$ cat config.mk
export PLATFORM = sky130hd
export DESIGN_NAME = lidar_obstacle_stop_gate_core
export DESIGN_NICKNAME = d
export VERILOG_FILES = /design/src/sv/lidstop_pkg.sv /design/src/sv/lidstop_mul.sv /design/src/sv/lidstop_cordic.sv /design/src/sv/lidar_obstacle_stop_gate_core.sv
export SDC_FILE = /design/constraint.sdc
export NUM_CORES = 1
export LEC_CHECK = 0
export CAP_MARGIN = 20
export CORE_ASPECT_RATIO = 0.7
export CORE_MARGIN = 1
export CORE_UTILIZATION = 54
export DETAILED_ROUTE_END_ITERATION = 6
export DONT_BUFFER_PORTS = 1
export PLACE_DENSITY = 0.68
export SLEW_MARGIN = 10
export SYNTH_ARGS = -nofsm -noshare
export SYNTH_HDL_FRONTEND = slang
export SYNTH_SLANG_ARGS = --single-unit
export TNS_END_PERCENT = 20
$ cat constraint.sdc
create_clock -name clk -period 8.71 [get_ports clk]
set_clock_uncertainty 0.05 [all_clocks]
set_input_delay 1.3065 -clock clk [delete_from_list [all_inputs] [get_ports clk]]
set_output_delay 1.3065 -clock clk [all_outputs]
set_load 0.02 [all_outputs]
$ cat src/sv/lidstop_pkg.sv
// shared types, constants and tables for the lidar obstacle stop gate
package lidstop_pkg;

  // field widths
  localparam int RANGE_W = 16;
  localparam int ANGLE_W = 16;
  localparam int CMD_W   = 16;
  localparam int CFG_IDX_W  = 8;
  localparam int CFG_DATA_W = 16;

  // default parameter values
  localparam int DEF_MAX_BEAMS    = 4096;
  localparam int DEF_CORDIC_STEPS = 16;

  // range times inverse cordic gain, q30
  localparam int GAIN_W = 30;
  localparam logic [GAIN_W-1:0] GAIN_INV_Q30 = 30'd652032874;
  localparam int PROD_W = GAIN_W + RANGE_W;

  // serial datapath widths
  localparam int XY_W   = 48;
  localparam int KCNT_W = 6;
  localparam int Z_W    = 32;
  localparam int ZK_W   = 5;
  localparam int ATAN_N = 24;
  localparam int ATAN_IDX_W = 5;

  // hazard limits, mm with 30 fraction bits
  localparam logic signed [XY_W-1:0] FRONT_X_LIM = 48'sd966367641600;
  localparam logic signed [XY_W-1:0] FRONT_X_NEG = -48'sd966367641600;
  localparam logic signed [XY_W-1:0] FRONT_Y_LIM = 48'sd805306368000;
  localparam logic signed [XY_W-1:0] FRONT_Y_NEG = -48'sd805306368000;
  localparam logic [RANGE_W-1:0] NEAR_MM = 16'd650;

  // register indexes
  localparam logic [CFG_IDX_W-1:0] REG_RANGE_FLOOR   = 8'd0;
  localparam logic [CFG_IDX_W-1:0] REG_RANGE_CEILING = 8'd1;
  localparam logic [CFG_IDX_W-1:0] REG_ANGLE_START   = 8'd2;
  localparam logic [CFG_IDX_W-1:0] REG_ANGLE_STEP    = 8'd3;

  // stop cause codes
  typedef enum logic [1:0] {
    CAUSE_NONE     = 2'd0,
    CAUSE_NO_BEAM  = 2'd1,
    CAUSE_FRONT    = 2'd2,
    CAUSE_TURN     = 2'd3
  } cause_t;

  // input request
  typedef struct packed {
    logic [RANGE_W-1:0]      range_mm;
    logic                    range_is_nan;
    logic                    range_is_inf;
    logic                    last_beam;
    logic signed [CMD_W-1:0] cmd_linear;
    logic signed [CMD_W-1:0] cmd_angular;
  } beam_t;

  // result request
  typedef struct packed {
    logic signed [CMD_W-1:0] out_linear;
    logic signed [CMD_W-1:0] out_angular;
    logic                    obstacle_stop;
    logic [1:0]              stop_cause;
  } result_t;

  // multiplier results handed to the rotator
  typedef struct packed {
    logic [PROD_W-1:0]  x0;
    logic [ANGLE_W-1:0] bam;
  } mul_res_t;

  // rotator status
  typedef struct packed {
    logic done;
    logic front;
  } cord_res_t;

  // round(atan(2^-i) * 2^32 / 2pi)
  function automatic logic [Z_W-1:0] atan_entry(input logic [ATAN_IDX_W-1:0] i);
    logic [Z_W-1:0] v;
    unique case (i)
      5'd0:  v = 32'h20000000;
      5'd1:  v = 32'h12E4051E;
      5'd2:  v = 32'h09FB385B;
      5'd3:  v = 32'h051111D4;
      5'd4:  v = 32'h028B0D43;
      5'd5:  v = 32'h0145D7E1;
      5'd6:  v = 32'h00A2F61E;
      5'd7:  v = 32'h00517C55;
      5'd8:  v = 32'h0028BE53;
      5'd9:  v = 32'h00145F2F;
      5'd10: v = 32'h000A2F98;
      5'd11: v = 32'h000517CC;
      5'd12: v = 32'h00028BE6;
      5'd13: v = 32'h000145F3;
      5'd14: v = 32'h0000A2FA;
      5'd15: v = 32'h0000517D;
      5'd16: v = 32'h000028BE;
      5'd17: v = 32'h0000145F;
      5'd18: v = 32'h00000A30;
      5'd19: v = 32'h00000518;
      5'd20: v = 32'h0000028C;
      5'd21: v = 32'h00000146;
      5'd22: v = 32'h000000A3;
      5'd23: v = 32'h00000051;
      default: v = '0;
    endcase
    return v;
  endfunction

endpackage

$ cat src/sv/lidstop_mul.sv
// shift-add multiplier: range times inverse cordic gain and beam angle, one bit per cycle
module lidstop_mul
  import lidstop_pkg::*;
#(
  parameter int IDX_W = 12
) (
  input  logic                clk,
  input  logic                rst,
  input  logic                start,
  input  logic [RANGE_W-1:0]  range_mm,
  input  logic [IDX_W-1:0]    index,
  input  logic [ANGLE_W-1:0]  angle_start,
  input  logic [ANGLE_W-1:0]  angle_step,
  output logic                done,
  output mul_res_t            res
);

  localparam int CNT_W = $clog2(RANGE_W);

  logic               busy;
  logic [CNT_W-1:0]   cnt;
  logic [RANGE_W-1:0] r_sr;
  logic [IDX_W-1:0]   idx_sr;
  logic [ANGLE_W-1:0] step_sh;
  logic [PROD_W-1:0]  prod;
  logic [ANGLE_W-1:0] ang;
  logic [GAIN_W:0]    upper;

  // one partial product per range bit
  always_comb begin
    upper = {1'b0, prod[PROD_W-1:RANGE_W]} + (r_sr[0] ? {1'b0, GAIN_INV_Q30} : '0);
  end

  always_ff @(posedge clk) begin
    if (rst) begin
      busy <= 1'b0;
      done <= 1'b0;
      cnt  <= '0;
    end else begin
      if (start) begin
        busy    <= 1'b1;
        done    <= 1'b0;
        cnt     <= '0;
        r_sr    <= range_mm;
        idx_sr  <= index;
        step_sh <= angle_step;
        prod    <= '0;
        ang     <= angle_start;
      end else if (busy) begin
        prod    <= {upper, prod[RANGE_W-1:1]};
        r_sr    <= r_sr >> 1;
        // angle accumulates step shifted by each index bit, wrapping mod 2^16
        ang     <= ang + (idx_sr[0] ? step_sh : '0);
        step_sh <= step_sh << 1;
        idx_sr  <= idx_sr >> 1;
        cnt     <= cnt + 1'b1;
        done    <= (cnt == CNT_W'(RANGE_W - 1));
        if (cnt == CNT_W'(RANGE_W - 1)) begin
          busy <= 1'b0;
        end
      end else begin
        done <= 1'b0;
      end
    end
  end

  assign res.x0  = prod;
  assign res.bam = ang;

endmodule

$ cat src/sv/lidstop_cordic.sv
// bit-serial cordic rotator with front zone check
module lidstop_cordic
  import lidstop_pkg::*;
#(
  parameter int CORDIC_STEPS = DEF_CORDIC_STEPS
) (
  input  logic               clk,
  input  logic               rst,
  input  logic               start,
  input  mul_res_t           op,
  output cord_res_t          stat
);

  localparam int IT_W = $clog2(CORDIC_STEPS);

  typedef enum logic [1:0] {C_IDLE, C_ROT, C_CHK} cstate_t;

  cstate_t            state;
  logic [XY_W-1:0]    x_sr;
  logic [XY_W-1:0]    y_sr;
  logic [Z_W-1:0]     z_sr;
  logic [KCNT_W-1:0]  k;
  logic [IT_W-1:0]    iter;
  logic               flip;
  logic               dir_q, sx_q, sy_q;
  logic               cx, cy, cz;

  logic               dir_now, sx_now, sy_now;
  logic [KCNT_W:0]    tap;
  logic               in_rng;
  logic               dx, dy, bx, by, bz, at_bit;
  logic               cin_x, cin_y, cin_z;
  logic               sum_x, sum_y, sum_z;
  logic               co_x, co_y, co_z;
  logic [Z_W-1:0]     at_word;
  logic signed [XY_W-1:0] xs, ys;
  logic               front_next;

  // one bit of x and y per cycle, and of z while k is below Z_W, lsb first
  always_comb begin
    dir_now = (k == '0) ? ~z_sr[Z_W-1] : dir_q;
    sx_now  = (k == '0) ? x_sr[XY_W-1] : sx_q;
    sy_now  = (k == '0) ? y_sr[XY_W-1] : sy_q;
    tap     = {1'b0, k} + (KCNT_W+1)'(iter);
    in_rng  = tap < (KCNT_W+1)'(XY_W);
    // arithmetic shift by iter: tap at position iter, sign once past the top
    dx = in_rng ? y_sr[KCNT_W'(iter)] : sy_now;
    dy = in_rng ? x_sr[KCNT_W'(iter)] : sx_now;
    at_word = atan_entry(ATAN_IDX_W'(iter));
    at_bit  = (k < KCNT_W'(Z_W)) ? at_word[k[ZK_W-1:0]] : 1'b0;
    bx = dx ^ dir_now;
    by = dy ^ ~dir_now;
    bz = at_bit ^ dir_now;
    cin_x = (k == '0) ? dir_now : cx;
    cin_y = (k == '0) ? ~dir_now : cy;
    cin_z = (k == '0) ? dir_now : cz;
    sum_x = x_sr[0] ^ bx ^ cin_x;
    sum_y = y_sr[0] ^ by ^ cin_y;
    sum_z = z_sr[0] ^ bz ^ cin_z;
    co_x  = (x_sr[0] & bx) | (x_sr[0] & cin_x) | (bx & cin_x);
    co_y  = (y_sr[0] & by) | (y_sr[0] & cin_y) | (by & cin_y);
    co_z  = (z_sr[0] & bz) | (z_sr[0] & cin_z) | (bz & cin_z);
  end

  // front zone, mirrored when the angle was folded by half a turn
  always_comb begin
    xs = $signed(x_sr);
    ys = $signed(y_sr);
    front_next = (ys > FRONT_Y_NEG) && (ys < FRONT_Y_LIM) &&
                 (flip ? ((xs < 0) && (xs > FRONT_X_NEG))
                       : ((xs > 0) && (xs < FRONT_X_LIM)));
  end

  always_ff @(posedge clk) begin
    if (rst) begin
      state     <= C_IDLE;
      stat.done <= 1'b0;
      k         <= '0;
      iter      <= '0;
    end else begin
      stat.done <= (state == C_CHK);
      unique case (state)
        C_IDLE: begin
          if (start) begin
            x_sr  <= XY_W'(op.x0);
            y_sr  <= '0;
            // second and third quadrants turn by half a turn
            flip  <= op.bam[ANGLE_W-1] ^ op.bam[ANGLE_W-2];
            z_sr  <= {op.bam[ANGLE_W-2], op.bam[ANGLE_W-2:0], {(Z_W-ANGLE_W){1'b0}}};
            k     <= '0;
            iter  <= '0;
            state <= C_ROT;
          end
        end
        C_ROT: begin
          x_sr  <= {sum_x, x_sr[XY_W-1:1]};
          y_sr  <= {sum_y, y_sr[XY_W-1:1]};
          if (k < KCNT_W'(Z_W)) begin
            z_sr <= {sum_z, z_sr[Z_W-1:1]};
          end
          cx    <= co_x;
          cy    <= co_y;
          cz    <= co_z;
          dir_q <= dir_now;
          sx_q  <= sx_now;
          sy_q  <= sy_now;
          if (k == KCNT_W'(XY_W - 1)) begin
            k <= '0;
            if (iter == IT_W'(CORDIC_STEPS - 1)) begin
              state <= C_CHK;
            end else begin
              iter <= iter + 1'b1;
            end
          end else begin
            k <= k + 1'b1;
          end
        end
        C_CHK: begin
          stat.front <= front_next;
          state      <= C_IDLE;
        end
        default: state <= C_IDLE;
      endcase
    end
  end

endmodule

$ cat src/sv/lidar_obstacle_stop_gate_core.sv
// lidar obstacle stop gate: beam qualification, scan hazards and command gating
// a beam that needs its position runs the shift-add multiply, then the bit-serial cordic,
// 48 bits per step, and the input stalls until the cordic is done
// other beams go in without a stall; after a last beam the finish state sets its result
// the result register lets the next beam in while a result waits to be taken
// synchronous reset sets the registers to their reset values and clears the scan state
module lidar_obstacle_stop_gate_core
  import lidstop_pkg::*;
#(
  parameter int MAX_BEAMS    = DEF_MAX_BEAMS,
  parameter int CORDIC_STEPS = DEF_CORDIC_STEPS
) (
  input  logic                  clk,
  input  logic                  rst,
  input  logic                  in_valid,
  output logic                  in_stall,
  input  beam_t                 in_data,
  output logic                  out_valid,
  input  logic                  out_stall,
  output result_t               out_data,
  input  logic                  cfg_valid,
  output logic                  cfg_ready,
  input  logic [CFG_IDX_W-1:0]  cfg_index,
  input  logic [CFG_DATA_W-1:0] cfg_data
);

  localparam int IDX_W = (MAX_BEAMS > 1) ? $clog2(MAX_BEAMS) : 1;

  typedef enum logic [1:0] {S_IDLE, S_MUL, S_ROT, S_FIN} state_t;

  state_t              state;
  logic [RANGE_W-1:0]  range_floor;
  logic [RANGE_W-1:0]  range_ceiling;
  logic [ANGLE_W-1:0]  angle_start;
  logic [ANGLE_W-1:0]  angle_step;
  logic [IDX_W-1:0]    beam_index;
  logic                any_valid;
  logic                front_hit;
  logic                near_hit;
  logic                last_q;
  logic signed [CMD_W-1:0] cmd_lin_q;
  logic signed [CMD_W-1:0] cmd_ang_q;

  logic                accept;
  logic                beam_ok;
  logic                rot_ok;
  logic [IDX_W-1:0]    beam_index_next;
  logic                mul_done;
  mul_res_t            mul_res;
  cord_res_t           cord_stat;
  result_t             result_next;
  logic                lin_pos;
  cause_t              cause;

  assign cfg_ready = 1'b1;
  assign in_stall  = (state != S_IDLE);
  assign accept    = in_valid && !in_stall;

  // register writes
  always_ff @(posedge clk) begin
    if (rst) begin
      range_floor   <= '0;
      range_ceiling <= '1;
      angle_start   <= '0;
      angle_step    <= '0;
    end else if (cfg_valid && cfg_ready) begin
      unique case (cfg_index)
        REG_RANGE_FLOOR:   range_floor   <= cfg_data;
        REG_RANGE_CEILING: range_ceiling <= cfg_data;
        REG_ANGLE_START:   angle_start   <= cfg_data;
        REG_ANGLE_STEP:    angle_step    <= cfg_data;
        default: ;
      endcase
    end
  end

  // beam qualification
  always_comb begin
    beam_ok = (range_ceiling > range_floor) && !in_data.range_is_nan &&
              (in_data.range_is_inf || (in_data.range_mm >= range_floor));
    rot_ok  = beam_ok && !in_data.range_is_inf && (in_data.range_mm < range_ceiling);
    beam_index_next = (beam_index == IDX_W'(MAX_BEAMS - 1)) ? '0 : beam_index + 1'b1;
  end

  lidstop_mul #(
    .IDX_W (IDX_W)
  ) u_mul (
    .clk         (clk),
    .rst         (rst),
    .start       (accept && rot_ok),
    .range_mm    (in_data.range_mm),
    .index       (beam_index),
    .angle_start (angle_start),
    .angle_step  (angle_step),
    .done        (mul_done),
    .res         (mul_res)
  );

  lidstop_cordic #(
    .CORDIC_STEPS (CORDIC_STEPS)
  ) u_cordic (
    .clk   (clk),
    .rst   (rst),
    .start (mul_done),
    .op    (mul_res),
    .stat  (cord_stat)
  );

  // stop decision, in priority order
  always_comb begin
    lin_pos = (cmd_lin_q != '0) && !cmd_lin_q[CMD_W-1];
    if (!any_valid) begin
      cause = CAUSE_NO_BEAM;
    end else if (front_hit && lin_pos) begin
      cause = CAUSE_FRONT;
    end else if (near_hit && (cmd_ang_q != '0)) begin
      cause = CAUSE_TURN;
    end else begin
      cause = CAUSE_NONE;
    end
    result_next.stop_cause    = cause;
    result_next.obstacle_stop = (cause != CAUSE_NONE);
    result_next.out_linear    = (cause != CAUSE_NONE) ? '0 : cmd_lin_q;
    result_next.out_angular   = (cause != CAUSE_NONE) ? '0 : cmd_ang_q;
  end

  // sequencer, scan state and result register
  always_ff @(posedge clk) begin
    if (rst) begin
      state      <= S_IDLE;
      beam_index <= '0;
      any_valid  <= 1'b0;
      front_hit  <= 1'b0;
      near_hit   <= 1'b0;
      out_valid  <= 1'b0;
    end else begin
      if (out_valid && !out_stall && state != S_FIN) begin
        out_valid <= 1'b0;
      end
      unique case (state)
        S_IDLE: begin
          if (accept) begin
            last_q     <= in_data.last_beam;
            cmd_lin_q  <= in_data.cmd_linear;
            cmd_ang_q  <= in_data.cmd_angular;
            any_valid  <= any_valid | beam_ok;
            near_hit   <= near_hit | (rot_ok && (in_data.range_mm < NEAR_MM));
            beam_index <= beam_index_next;
            if (rot_ok) begin
              state <= S_MUL;
            end else if (in_data.last_beam) begin
              state <= S_FIN;
            end
          end
        end
        S_MUL: begin
          if (mul_done) begin
            state <= S_ROT;
          end
        end
        S_ROT: begin
          if (cord_stat.done) begin
            front_hit <= front_hit | cord_stat.front;
            state     <= last_q ? S_FIN : S_IDLE;
          end
        end
        S_FIN: begin
          // wait for the result register to free up
          if (!out_valid || !out_stall) begin
            out_data   <= result_next;
            out_valid  <= 1'b1;
            beam_index <= '0;
            any_valid  <= 1'b0;
            front_hit  <= 1'b0;
            near_hit   <= 1'b0;
            state      <= S_IDLE;
          end
        end
        default: state <= S_IDLE;
      endcase
    end
  end

  // multiplier finishes only while the sequencer waits for it
  a_mul_done_in_mul: assert property (@(posedge clk) disable iff (rst)
    mul_done |-> state == S_MUL)
    else $error("multiplier done outside multiply phase");

  // rotator finishes only while the sequencer waits for it
  a_cord_done_in_rot: assert property (@(posedge clk) disable iff (rst)
    cord_stat.done |-> state == S_ROT)
    else $error("rotator done outside rotate phase");

  // a written result leaves the scan state cleared
  a_scan_cleared: assert property (@(posedge clk) disable iff (rst)
    (state == S_FIN && !(out_valid && out_stall)) |=>
      (!any_valid && !front_hit && !near_hit && beam_index == '0 && out_valid))
    else $error("scan state not cleared after result");

  // no beam is taken while the multiplier or rotator is busy
  a_no_accept_busy: assert property (@(posedge clk) disable iff (rst)
    (state == S_MUL || state == S_ROT) |-> in_stall)
    else $error("beam accepted while position unit busy");

endmodule
---- Word level (Yosys, flattened, before mapping) ----
Memories as Yosys holds them, arrays and structs flattened. A register that Yosys moved wholly into a read port is not among the register bits.
Index checks and enable logic that the tools add are counted.
cells by class
  $add $sub $neg .......................... 7
  reductions and logical operators ........ 56
  equality and inequality tests ........... 23
  magnitude comparators ................... 14
  bitwise logic cells ..................... 32
  mux-type cells .......................... 75
operators by type and width
  kind                                                              number
  case mux 48 bit (2 select lines)                                  2
  two-way mux 16 bit                                                7
  greater-than comparator 48 x 41 -> 1 bit (second input constant)  2
  less-than comparator 48 x 41 -> 1 bit (second input constant)     2
  two-way mux 48 bit                                                2
  two-way mux 32 bit                                                2
  case mux 32 bit (2 select lines)                                  1
  two-way mux 12 bit                                                5
  greater-than comparator 48 x 1 -> 1 bit (second input constant)   1
  less-than comparator 48 x 1 -> 1 bit (second input constant)      1
  two-way mux 46 bit                                                1
  nonzero test 16 bit                                               2
  adder 30 x 31 -> 31 bit                                           1
  two-way mux 30 bit                                                1
  two-way mux 2 bit                                                 13
  case mux 12 bit (2 select lines)                                  1
  two-way mux 1 bit                                                 23
  AND reduction 3 bit                                               7
  two-way mux 4 bit                                                 5
  adder 16 bit                                                      1
  equality test 8 x 2 -> 1 bit (second input constant)              2
  greater-or-equal comparator 16 bit                                1
  greater-than comparator 16 bit                                    1
  logical AND 1 bit                                                 16
  other kinds (42)                                                  107
storage, ports and cells
  logic and storage cells ................. 248
  input port bits ......................... 80
  bits in registers ....................... 411
  memories kept ........................... 1
  memory bits (read-only) ................. 480
  output and inout port bits .............. 38
memories
  memory            depth  bits a word  read ports  clocked after Yosys merged registers in  write ports  RTL line           text
  (name not given)  16     30           1           1                                        0            lidstop_pkg.sv:82  unique case (i)

---- Logic depth before layout (Yosys ltp) ----
Gate-level depths: netlist of the first run.
  depth in word-level cells ............... 9
  mapped depth ............................ 12
  depth with buffers taken out ............ 12

---- Modules after synthesis ----
A second synthesis of the first run with hierarchy kept.
unflattened totals
  cell total of the unflattened synthesis .. 1,891
  area, all modules ....................... 21,449.3 um2
modules (own cells, without submodules)
  module                         times used  cells each  sequential area each (um2)  area each (um2)
  lidstop_cordic                 1           746         4,944.7                     8,405.6
  lidar_obstacle_stop_gate_core  1           603         3,683.5                     6,663.9
  lidstop_mul                    1           542         3,303.2                     6,379.9

---- Least setup slack after synthesis of the first run ----
No wires, ideal clock.
  kind .................................... input to register
  start point ............................. in in_data[48] in the netlist's numbering
  end point ............................... reg u_mul.ang[0], enable pin
  path slack .............................. 0.465 ns
  library setup time ...................... 0.571 ns
  arrival time ............................ 7.623 ns
  stages .................................. 10
  required time ........................... 8.089 ns
  path buffers ............................ 2
  path through ............................ ha_1 a21o_1 a21o_1 a211o_1 a211o_1 nor4_4 buf_4 buf_2 nor2_1 nor2_1
on the way
  longest elaborated chain between the ends .. 8
  elaborated cells between the ends (all ways) .. 9
  classes of those cells .................. order compare (2); reduce/logical (7)
ends and longest elaborated chain
  item                                    RTL line                             text
  from (decl)                             lidar_obstacle_stop_gate_core.sv:17  input beam_t in_data,
  greater-or-equal comparator 16 bit      lidar_obstacle_stop_gate_core.sv:80  (in_data.range_is_inf || (in_data.range_mm >= range_floor));
  logical OR 1 bit                        lidar_obstacle_stop_gate_core.sv:80
  logical AND 1 bit                       lidar_obstacle_stop_gate_core.sv:79  beam_ok = (range_ceiling > range_floor) && !in_data.range_is_nan &&
  logical AND 1 bit                       lidar_obstacle_stop_gate_core.sv:81  rot_ok = beam_ok && !in_data.range_is_inf && (in_data.range_mm < range_ceiling);
  logical AND 1 bit *                     lidar_obstacle_stop_gate_core.sv:81
  logical AND 1 bit *                     lidar_obstacle_stop_gate_core.sv:90  .start (accept && rot_ok),
  nonzero test 2 bit (no source line) *   -
  AND reduction 2 bit (no source line) *  -
  to (signal assigned)                    lidstop_mul.sv:48                    ang <= angle_start;
  to (signal assigned)                    lidstop_mul.sv:53                    ang <= ang + (idx_sr[0] ? step_sh : '0);
  to (decl)                               lidstop_mul.sv:26                    logic [ANGLE_W-1:0] ang;
Every way passes the cells marked *; elsewhere a longest branch is shown, timed or not.
A chain may end at the register's enable or synchronous reset.

---- Worst setup path in the final report of the first run ----
  start point ............................. reg u_cordic.state[0]
  end point ............................... reg, netlist name u_cordic.at_word[3]
on the way
  longest elaborated chain between the ends .. 5
  elaborated cells between the ends (all ways) .. 10
  classes of those cells .................. eq/ne (4); mux (3); reduce/logical (3)
ends and longest elaborated chain
  item                                                                      RTL line               text
  from (decl)                                                               lidstop_cordic.sv:18   cstate_t state;
  from (signal assigned)                                                    lidstop_cordic.sv:76   state <= C_IDLE;
  from (signal assigned)                                                    lidstop_cordic.sv:92   state <= C_ROT;
  from (signal assigned)                                                    lidstop_cordic.sv:110  state <= C_CHK;
  equality test 2 x 1 -> 1 bit / logical NOT 2 bit (equally long branches)  lidstop_cordic.sv:82   unique case (state)
  != test 2 bit (no source line) (tied with other cells)                    -
  AND reduction 4 bit (no source line)                                      -
  two-way mux 4 bit (no source line) * (2 in a row)                         -
Marked as above.

==> flow_metrics.tcl, run 1 <==
set metrics [dict create \
    grt_pass1_wl_mm 73.5 \
    hold_viol 0 \
    layout-drive-gt1-share_pct 9.42 \
    cts.path.max_buffers 3 \
    crit_fanout 35 \
    required_ns 9.09 \
    vias 13900 \
    vdd_ir_drop_max_uv 158 \
    synth.distinct_cells 74 \
    grt_antenna_before_repair 0 \
    grt_overflow 0 \
    timing.fmax_ghz 0.225 \
    cts_resized 0 \
    syn_nets 2024 \
    grt_pass1_vias 13200 \
    vias_per_cell 5.82 \
    synth-seq-cells 441 \
    ant_nets 0 \
    portBuffers 0 \
    grt_usage_pct 23.2 \
    synthCells 1844 \
    timing.final.crit_period_ns 4.44 \
    grtUsageMet3_pct 4.39 \
    worstPathCellList "nand2b_2, buf_4, nor3b_1, mux2i_1, nor2_1, inv_1, ha_1, inv_1, o21ai_0, o21ai_0, o21ai_0" \
    totalNegativeSetupSlack_ns 0 \
    drv_slew 0 \
    ys_warn_count 0 \
    hold_path.class "flip-flop to flip-flop" \
    cts_buffers 44 \
    n_fill_cell 3115 \
    p_total_mw 4.41 \
    floorplan.initialDensity_pct 54.7 \
    synth_edf_count 310 \
    crit_family "simple AND/OR/NAND/NOR gates" \
    die_height_microns 167 \
    setup_viol 0 \
    path_common_cell "o21ai_0" \
    slowest_stage "dfxtp_1" \
    yosysSeqAreaShare_pct 56.7 \
    dpl.hpwl_mm 31.3 \
    setup.worst_path.start_class "flip-flop" \
    row_count 60 \
    worst-slew-pin-transition_ns 1.03 \
    met1_usage_pct 38.1 \
    nets 2001 \
    crit_type "flip-flop to flip-flop" \
    cts_tree "yes" \
    p_per_area_nw_per_um2 192 \
    layout_common_cells "edfxtp_1, nand2_1, dfxtp_1" \
    synth-async-reset-ratio_pct 0 \
    path_clk_slew_ns 0.06 \
    use_met2_pct 31.8 \
    clock_tree.root_cell "clkbuf_16" \
    cts_max_level 2 \
    cpPeakStageDelay_ns 0.70 \
    core_sq_um 38400 \
    end_kind "flip-flop" \
    synth-main-ff-cell "edfxtp_1" \
    postSynthAreaPerCell_sq_um 11.4 \
    max-cap-violations 0 \
    grt-busiest-layer "met1" \
    regArea_sq_um 11900 \
    boundaryPins 118 \
    multi_input_area_sq_um 8560 \
    drtPass1Iterations 5 \
    syn2layout_area_growth_pct 9.39 \
    p_leak_nw 8.88 \
    post-route-period-util_pct 51.0 \
    rsz0062_at_grt "no" \
    cts.hold.buffers_added 0 \
    place_congestion 0.929 \
    outcome "completed" \
    netlist_area_sq_um 21000 \
    grt_max_degree 110 \
    cts_setup_buffers 0 \
    worst-path-buf-inv 3 \
    cts_sinks 441 \
    die_area_sq_um 39800 \
    wl_per_cell_microns 19.3 \
    wirelength_mm 46.1 \
    clk_latency_ns 0.57 \
    final_common_cell "edfxtp_1" \
    antenna_cells 0 \
    drtIter0Drc 1398 \
    route.detailed.drc 0 \
    dieWidth_microns 238 \
    max_slew_margin_pct 30.6 \
    arrival_ns 4.82 \
]
## Yosys cell counts (47+ instances only)
| library cell | count | area, sq um |
|---|---|---|
| edfxtp_1 | 310 | 9310 |
| ha_1 | 96 | 1200 |
| mux2_2 | 47 | 529 |
| dfxtp_1 | 131 | 2620 |
| and2_1 | 88 | 551 |
| mux2i_1 | 61 | 611 |
| nand2_1 | 279 | 1050 |
| inv_1 | 62 | 233 |
| clkbuf_1 | 53 | 199 |
| nor2_1 | 134 | 503 |
| o21ai_0 | 51 | 255 |
| a21oi_1 | 51 | 255 |
## layout make-up
type	count	area share, %
clock buffer	59	5.43
clock inverter	23	0.979
inverter	65	1.07
multi-input combinational	1257	37.2
sequential	441	51.8
tap	527	2.87
timing repair buffer	12	0.620
## final timing paths
path	from	endpoint	slack (ns)	cells after the start
max	u_cordic.state[0]	u_cordic.at_word[3]	4.27	11
min reg2reg	angle_start[10]	angle_start[10]	0.44	2
max reg2reg	u_cordic.state[0]	u_cordic.at_word[3]	4.27	11
min	angle_start[10]	angle_start[10]	0.44	2
## metal layers
metal  share of wire, %  up-vias  routed length (microns)
li1                   -     6599                        -
met1                 51     6857                    23600
met2                 41      379                    19000
met3                6.6       46                     3040
met4                1.1        0                      497
met5                  0        -                        0
## registers in the layout, indices dropped and copies added, names as in the netlist, 30 cells and up
name,flops
out_data,35
u_cordic.at_word,30
u_cordic.x_sr,48
u_cordic.y_sr,48
u_cordic.z_sr,32
u_mul.prod,46
## report_power, final
| group | total, mW | switching [mW] | internal (mW) | leakage (nW) |
|---|---|---|---|---|
| Clock | 1.94 | 0.810 | 1.13 | 0.731 |
| Sequential | 2.30 | 0.0250 | 2.27 | 3.91 |
| Combinational | 0.169 | 0.0983 | 0.0707 | 4.24 |
## worst min-delay path, stage by stage, from the launching register on
cell and delay [ns]:
dfxtp_1 0.32, mux2i_1 0.06, nor2_1 0.07
## cells by family (layout without fill, tap and decap cells)
| kind of cell | count (synthesis) | after routing | synth area share (%) |
|---|---|---|---|
| other cells | 1 | 1 | 0.0178 |
| mux | 128 | 128 | 7.56 |
| simple gates | 746 | 746 | 17.3 |
| fa+ha+maj | 100 | 100 | 6.09 |
| flops | 441 | 441 | 56.7 |
| xor+xnor | 49 | 49 | 2.04 |
| buf+inv | 146 | 159 | 2.89 |
| compound gates | 233 | 233 | 7.38 |
## metrics by stage
stage / util, % / cells / setup slack [ns] / instance area (sq um) / hold slack, ns
after floorplan: - / 1844 / 0.465 / 21000 / 0.389
after global placement: 55.9 / 2300 / 4.00 / 21500 / 0.410
after detailed placement: 55.9 / 2300 / 3.94 / 21500 / 0.421
after CTS: 59.7 / 2382 / 4.35 / 23000 / 0.429
after global routing: 59.9 / 2384 / 3.87 / 23000 / 0.468
final: 59.9 / 2384 / 4.27 / 23000 / 0.442
Note: power is estimated with default switching activity, not from simulation.
==> run 2, diff against run 1 <==
--- a/config.mk
+++ b/config.mk
@@ -5,13 +5,14 @@
 export SDC_FILE = /design/constraint.sdc
 export NUM_CORES = 1
 export LEC_CHECK = 0
+export ABC_AREA = 1
 export CAP_MARGIN = 20
 export CORE_ASPECT_RATIO = 0.7
 export CORE_MARGIN = 1
 export CORE_UTILIZATION = 54
 export DETAILED_ROUTE_END_ITERATION = 6
 export DONT_BUFFER_PORTS = 1
-export PLACE_DENSITY = 0.68
+export PLACE_DENSITY = 0.65
 export SLEW_MARGIN = 10
 export SYNTH_ARGS = -nofsm -noshare
 export SYNTH_HDL_FRONTEND = slang
==> constraint.sdc (replaced) <==
create_clock -name clk -period 4.35 [get_ports clk]
set_clock_uncertainty 0.05 [all_clocks]
set_input_delay 0.6525 -clock clk [delete_from_list [all_inputs] [get_ports clk]]
set_output_delay 0.6525 -clock clk [all_outputs]
set_load 0.02 [all_outputs]
==> run 2 against run 1 <==
Against the previous run: power rose by 110%; maximum frequency grew 35%; final cell count is 23% higher; die area increased by 1.9%; via count grew 15%; register-to-register slack worse by 3.2 ns; largest power group unchanged; combinational power rose to 5.0 times the previous value; critical endpoint is now u_cordic.x_sr[47]; global-route usage up 0.30 points; critical path depth down 1; critical path type unchanged.
==> flow_metrics.tcl, run 2 <==
set metrics [dict create \
    row_count 60 \
    post-route-period-util_pct 75.9 \
    synth_top_area_share_pct 43.4 \
    setup_viol 0 \
    synthAdderAreaFrac_pct 5.98 \
    timing.fmax_ghz 0.303 \
    rsz0062_at_grt "no" \
    grt_antenna_before_repair 0 \
    worst-slew-pin-transition_ns 0.998 \
    multi_input_area_sq_um 7910 \
    syn_nets 2555 \
    synthCells 2375 \
    synthSimpleGateAreaFrac_pct 18.3 \
    grt_pass1_wl_mm 76.8 \
    grt_usage_pct 23.6 \
    postSynthAreaPerCell_sq_um 9.03 \
    p_leak_nw 10.0 \
    crit_fanout 11 \
    p_int_mw 7.18 \
    dr.max_layer_used "met4" \
    syn2layout_area_growth_pct 9.24 \
    yosysSeqAreaShare_pct 55.6 \
    hold_viol 0 \
    required_ns 4.57 \
    synth-async-reset-ratio_pct 0 \
    utilization_pct 60.5 \
    max-cap-violations 0 \
    core_sq_um 38700 \
    final_common_cell "nand2_1" \
    synthMuxAreaShare_pct 0 \
    reg_top3 "u_cordic.x_sr x48, u_cordic.y_sr x48, u_mul.prod x46" \
    cts.path.max_buffers 3 \
    clock_tree.root_cell "clkbuf_16" \
    drtPass1Iterations 7 \
    netlist_area_sq_um 21400 \
    wl_per_cell_microns 16.1 \
    synth_top_family_by_area "simple AND/OR/NAND/NOR gates" \
    yosysTopAreaCell "edfxtp_1" \
    vdd_ir_drop_max_uv 302 \
    seq_power_share_pct 50.7 \
    boundaryPins 118 \
    synth.area.top_cells "edfxtp_1, dfxtp_1, nand2_1" \
    swShare_pct 24.1 \
    reg2reg_setup_slack_ns 1.05 \
    synth-compound-area-share_pct 11.0 \
    yosys-top-cells-count "nand2_1, inv_1, edfxtp_1" \
    cts_tree "yes" \
    floorplan.initialDensity_pct 55.4 \
    dpl.hpwl_mm 33.0 \
    layout-drive-gt1-share_pct 5.26 \
    grt_overflow 0 \
    antenna_cells 0 \
    synth_edf_count 310 \
    p_per_area_nw_per_um2 404 \
    synth_xor_area_share_pct 1.35 \
    ys_warn_count 0 \
    grt_max_degree 101 \
    portBuffers 0 \
    max_slew_margin_pct 33.3 \
    drtIter0Drc 1300 \
    cts_setup_buffers 0 \
    route.detailed.drc 0 \
    end_kind "flip-flop" \
    met2WireLength_mm 19.5 \
    place_congestion 0.914 \
    cts_max_level 2 \
    pwr-share-clk_pct 40.3 \
    layout_common_cells "nand2_1, inv_1, edfxtp_1" \
    vias_per_cell 5.44 \
    path_clk_slew_ns 0.06 \
    crit_start "u_cordic.k[1]" \
    die_height_microns 169 \
    die_area_sq_um 40500 \
    synth.distinct_cells 56 \
    hold_path.class "primary input to flip-flop" \
    timing.final.crit_period_ns 3.30 \
    crit_type "flip-flop to flip-flop" \
    drt-met1-wl_mm 23.8 \
    arrival_ns 3.52 \
    grt_pass1_vias 14900 \
    cts.hold.buffers_added 0 \
    cts_sinks 441 \
    p_switching_mw 2.28 \
    r2r_cells 10 \
    vias 15900 \
    setup.worst_path.start_class "flip-flop" \
    met3_length_mm 3.06 \
    outcome "completed" \
    wirelength_mm 47.2 \
    comb_power_share_pct 9.0 \
    synth-seq-cells 441 \
    ant_nets 0 \
    dieWidth_microns 240 \
    cts_buffers 44 \
    nets 2539 \
    synth-main-ff-cell "edfxtp_1" \
    regArea_sq_um 11900 \
    r2r-end "u_cordic.x_sr[47]" \
    n_fill_cell 3389 \
    fin_hold_ws_ns 0.118 \
    yosysMostFrequentCell "nand2_1" \
    cts_resized 0 \
    drv_slew 0 \
    rr_startpoint "u_cordic.k[1]" \
    critPathCapture "u_cordic.x_sr[47]" \
    clk_latency_ns 0.56 \
]
==> run 2: cell count changes after synthesis, moves of 29 or more <==
cell     previous run  this run
inv_1              62       330
mux2_2             47         0
nor2b_1            29         0
and2_1             88         1
nor2_1            134       246
mux2i_1            61         0
and3_1             40         0
o21ai_0            51       196
nand2_1           279       517
nand3_1            32        66
a21oi_1            51       148
==> run 2: worst min path at each step <==
stage              startpoint             end  slack (ns)  depth (start not counted)
2_1_floorplan        near_hit        near_hit        0.39                          2
3_3_place_gp   beam_index[11]  beam_index[11]        0.40                          2
3_5_place_dp   beam_index[11]  beam_index[11]        0.40                          2
4_1_cts                   rst   beam_index[9]         0.1                          1
5_1_grt                   rst        state[0]        0.10                          1
6_report                  rst   beam_index[9]        0.12                          1
==> run 2: through the flow <==
step | area (sq um) | total power, mW | instances | setup WS (ns) | TNS (ns)
2_1_floorplan | 21500 | 5.51 | 2375 | -0.436 | -13.96
3_3_place_gp | 22000 | 5.70 | 2840 | 1.16 | 0
3_5_place_dp | 22000 | 5.73 | 2840 | 1.13 | 0
4_1_cts | 23400 | 9.53 | 2922 | 1.09 | 0
5_1_grt | 23400 | 9.82 | 2922 | 0.803 | 0
6_report | 23400 | 9.46 | 2922 | 1.05 | 0
==> run 2: metal layers <==
layer,vias to the layer above,track usage [%]
met5,-,0
met4,0,4.96
met3,69,3.64
met2,475,33.8
met1,7462,37.3
li1,7897,-
==> run 2: power by group through the flow <==
stage | sequential [mW] | clock (mW) | combinational [mW]
after global placement | 4.89 | 0 | 0.817
after CTS | 4.80 | 3.89 | 0.846
after detailed placement | 4.89 | 0 | 0.839
final | 4.80 | 3.82 | 0.847
after global routing | 4.81 | 4.04 | 0.966
after floorplan | 4.87 | 0 | 0.640
==> run 2: area by class of cell <==
class	instances	share of cell area (%)
well taps	527	2.82
clock buffers	66	5.62
clock inverters	16	0.593
flip-flops and latches	441	50.9
repair buffers	18	0.737
multi-input cells	1509	33.8
inverters	345	5.53
==> run 2: kinds of logic after synthesis <==
kind of cell               count (synthesis)
AOI/OAI and AO/OA                        431
xor gates and xnor gates                  33
adders and majority gates                100
buffers and inverters                    425
DFF                                      441
other                                      1
and+or+nand+nor                          944
==> run 2: critical path, cell delays in order, from the launching register on <==
cell and delay [ns]:
dfxtp_1 0.59, clkinv_1 0.39, ha_1 0.31, nand4_1 0.24
inv_1 0.13, o21ai_0 0.29, inv_1 0.15, xor2_1 0.24
fa_1 0.49, inv_1 0.08, nor2_1 0.04
==> run 3, diff against run 2 <==
--- a/config.mk
+++ b/config.mk
@@ -5,7 +5,7 @@
 export SDC_FILE = /design/constraint.sdc
 export NUM_CORES = 1
 export LEC_CHECK = 0
-export ABC_AREA = 1
+export ABC_AREA = 0
 export CAP_MARGIN = 20
 export CORE_ASPECT_RATIO = 0.7
 export CORE_MARGIN = 1
==> constraint.sdc (replaced) <==
create_clock -name clk -period 3.1 [get_ports clk]
set_clock_uncertainty 0.05 [all_clocks]
set_input_delay 0.465 -clock clk [delete_from_list [all_inputs] [get_ports clk]]
set_output_delay 0.465 -clock clk [all_outputs]
set_load 0.02 [all_outputs]
==> run 3 against run 2 <==
Against the previous run: worst setup slack got worse by 0.92 ns; sequential share of layout area decreased by 1.4 points; non-clock buffer count increased by 102; clock power increased by 41%; maximum frequency increased by 11%; hold slack got worse by 0.10 ns; utilization increased by 2.3 points; routed wire length increased by 3.0%; register-to-register slack got worse by 0.92 ns; final area increased by 2.9%; critical path depth unchanged; clock-buffer cell count decreased by 7.
==> flow_metrics.tcl, run 3 (synthesis results as in run 1) <==
set metrics [dict create \
    grt_antenna_before_repair 2 \
    vdd_ir_drop_max_uv 412 \
    placed_area_sq_um 22000 \
    comb_power_share_pct 5.1 \
    p_int_mw 9.75 \
    drtIter0Drc 1248 \
    crit_family "simple AND/OR/NAND/NOR gates" \
    wl_per_cell_microns 19.5 \
    grt_pass1_vias 13500 \
    cpPeakStageDelay_ns 0.37 \
    n_fill_cell 3028 \
    final_common_cell "edfxtp_1" \
    layout-drive-gt1-share_pct 12.6 \
    drv_slew 0 \
    ant_nets 0 \
    grt_max_degree 71 \
    max_slew_margin_pct 35.9 \
    hold_path.class "primary input to flip-flop" \
    syn2layout_area_growth_pct 14.6 \
    nets 2108 \
    clk_latency_ns 0.57 \
    grt_overflow 0 \
    floorplan.initialDensity_pct 54.7 \
    required_ns 3.35 \
    cts_max_level 2 \
    post-place-cells 2354 \
    worstPathCellList "inv_1, ha_1, a21oi_1, o21ai_0, nor4b_1, o31ai_2, nor4_4, buf_12, buf_4, mux2_2" \
    p_total_mw 12.5 \
    end_kind "flip-flop" \
    crit_fanout 16 \
    worst-path-buf-inv 3 \
    row_count 60 \
    cts.path.max_buffers 3 \
    dpl.hpwl_mm 32.5 \
    slowest_stage "mux2_2" \
    fin_cells 2490 \
    grt_usage_pct 24.4 \
    place_congestion 0.881 \
    timing.final.crit_period_ns 2.97 \
    swShare_pct 21.7 \
    outcome "completed" \
    grt_pass1_wl_mm 76.3 \
    final_area_sq_um 24100 \
    hold_viol 0 \
    worst-slew-pin-transition_ns 0.959 \
    timing.fmax_ghz 0.337 \
    vias_per_cell 5.68 \
    wirelength_mm 48.6 \
    drtPass1Iterations 5 \
    vias 14100 \
    route.detailed.drc 0 \
    setup_viol 0 \
    p_leak_nw 9.42 \
    post-route-period-util_pct 95.7 \
    cts_sinks 441 \
    p_switching_mw 2.71 \
    path_clk_slew_ns 0.06 \
    p_per_area_nw_per_um2 517 \
    portBuffers 0 \
    boundaryPins 118 \
    layout_common_cells "edfxtp_1, nand2_1, nor2_1, dfxtp_1, ha_1" \
    cts_tree "yes" \
    dieWidth_microns 238 \
    crit_type "flip-flop to flip-flop" \
    totalNegativeSetupSlack_ns 0 \
    antenna_cells 0 \
    cts_buffers 43 \
    clock_tree.root_cell "clkbuf_16" \
    pwr-share-clk_pct 43.2 \
    core_sq_um 38400 \
    seq_power_share_pct 51.7 \
    setup.worst_path.start_class "flip-flop" \
    arrival_ns 3.22 \
    max-cap-violations 0 \
    die_height_microns 167 \
    die_area_sq_um 39800 \
    reg_top3 "u_cordic.x_sr x48, u_cordic.y_sr x48, u_mul.prod x46" \
]
[run 3: changes by cell type in the layout (fill, tap and decap cells not counted), sizes merged, moves of 61 or more]
cell and delta:
inv -279, nand2 -241, o21ai -156, nor2 -118, a21oi -98, and2 +87
mux2i +61
[run 3: worst paths after layout]
check               startpoint                end  slack [ns]  depth (start not counted)
max             range_floor[5]      u_mul.r_sr[0]        0.13                         10
min                cfg_data[6]     angle_start[6]        0.02                          2
max reg2reg     range_floor[5]      u_mul.r_sr[0]        0.13                         10
min reg2reg  range_ceiling[14]  range_ceiling[14]        0.45                          2
[run 3: cell type report]
| type | instances | area [sq um] | share of cell area (%) |
|---|---|---|---|
| clock buffers | 59 | 1280 | 5.31 |
| flip-flops and latches | 441 | 11900 | 49.5 |
| clock inverters | 21 | 183 | 0.758 |
| repair buffers | 120 | 1200 | 4.96 |
| multi-input cells | 1257 | 8610 | 35.7 |
| well taps | 527 | 659 | 2.73 |
| inverters | 65 | 245 | 1.02 |
[run 3: metrics by stage]
step | utilization (%) | hold slack (ns) | worst slack, ns
after floorplan | - | 0.389 | -1.27
after global placement | 57.3 | 0.425 | 0.0169
after detailed placement | 57.3 | 0.431 | -0.00620
after CTS | 62.5 | 0.00109 | 0.0144
after global routing | 62.7 | 0.00784 | -0.0135
final | 62.7 | 0.0183 | 0.133
[run 3: power by group through the flow]
stage | registers [mW] | logic [mW] | clock network [mW]
finish | 6.44 | 0.633 | 5.38
global route | 6.45 | 0.704 | 5.71
CTS | 6.44 | 0.624 | 5.46
detailed placement | 6.57 | 0.523 | 0
global placement | 6.57 | 0.504 | 0
floorplan | 6.55 | 0.401 | 0
[run 3: repair_timing]
action	4_1_cts	5_1_grt
pin swaps	0	2
hold endpoints to repair	119	0
resized for setup	0	12
endpoints found under the setup margin	1	180
setup buffers	2	2
hold buffers	51	0
gates cloned	0	1
[run 3: routing by layer]
metal	vias up	GRT usage, %	routed length (microns)
met1	6905	41.0	25300
met2	350	32.6	19500
met4	0	5.44	852
li1	6831	-	-
met3	54	3.38	2960
met5	-	0	0
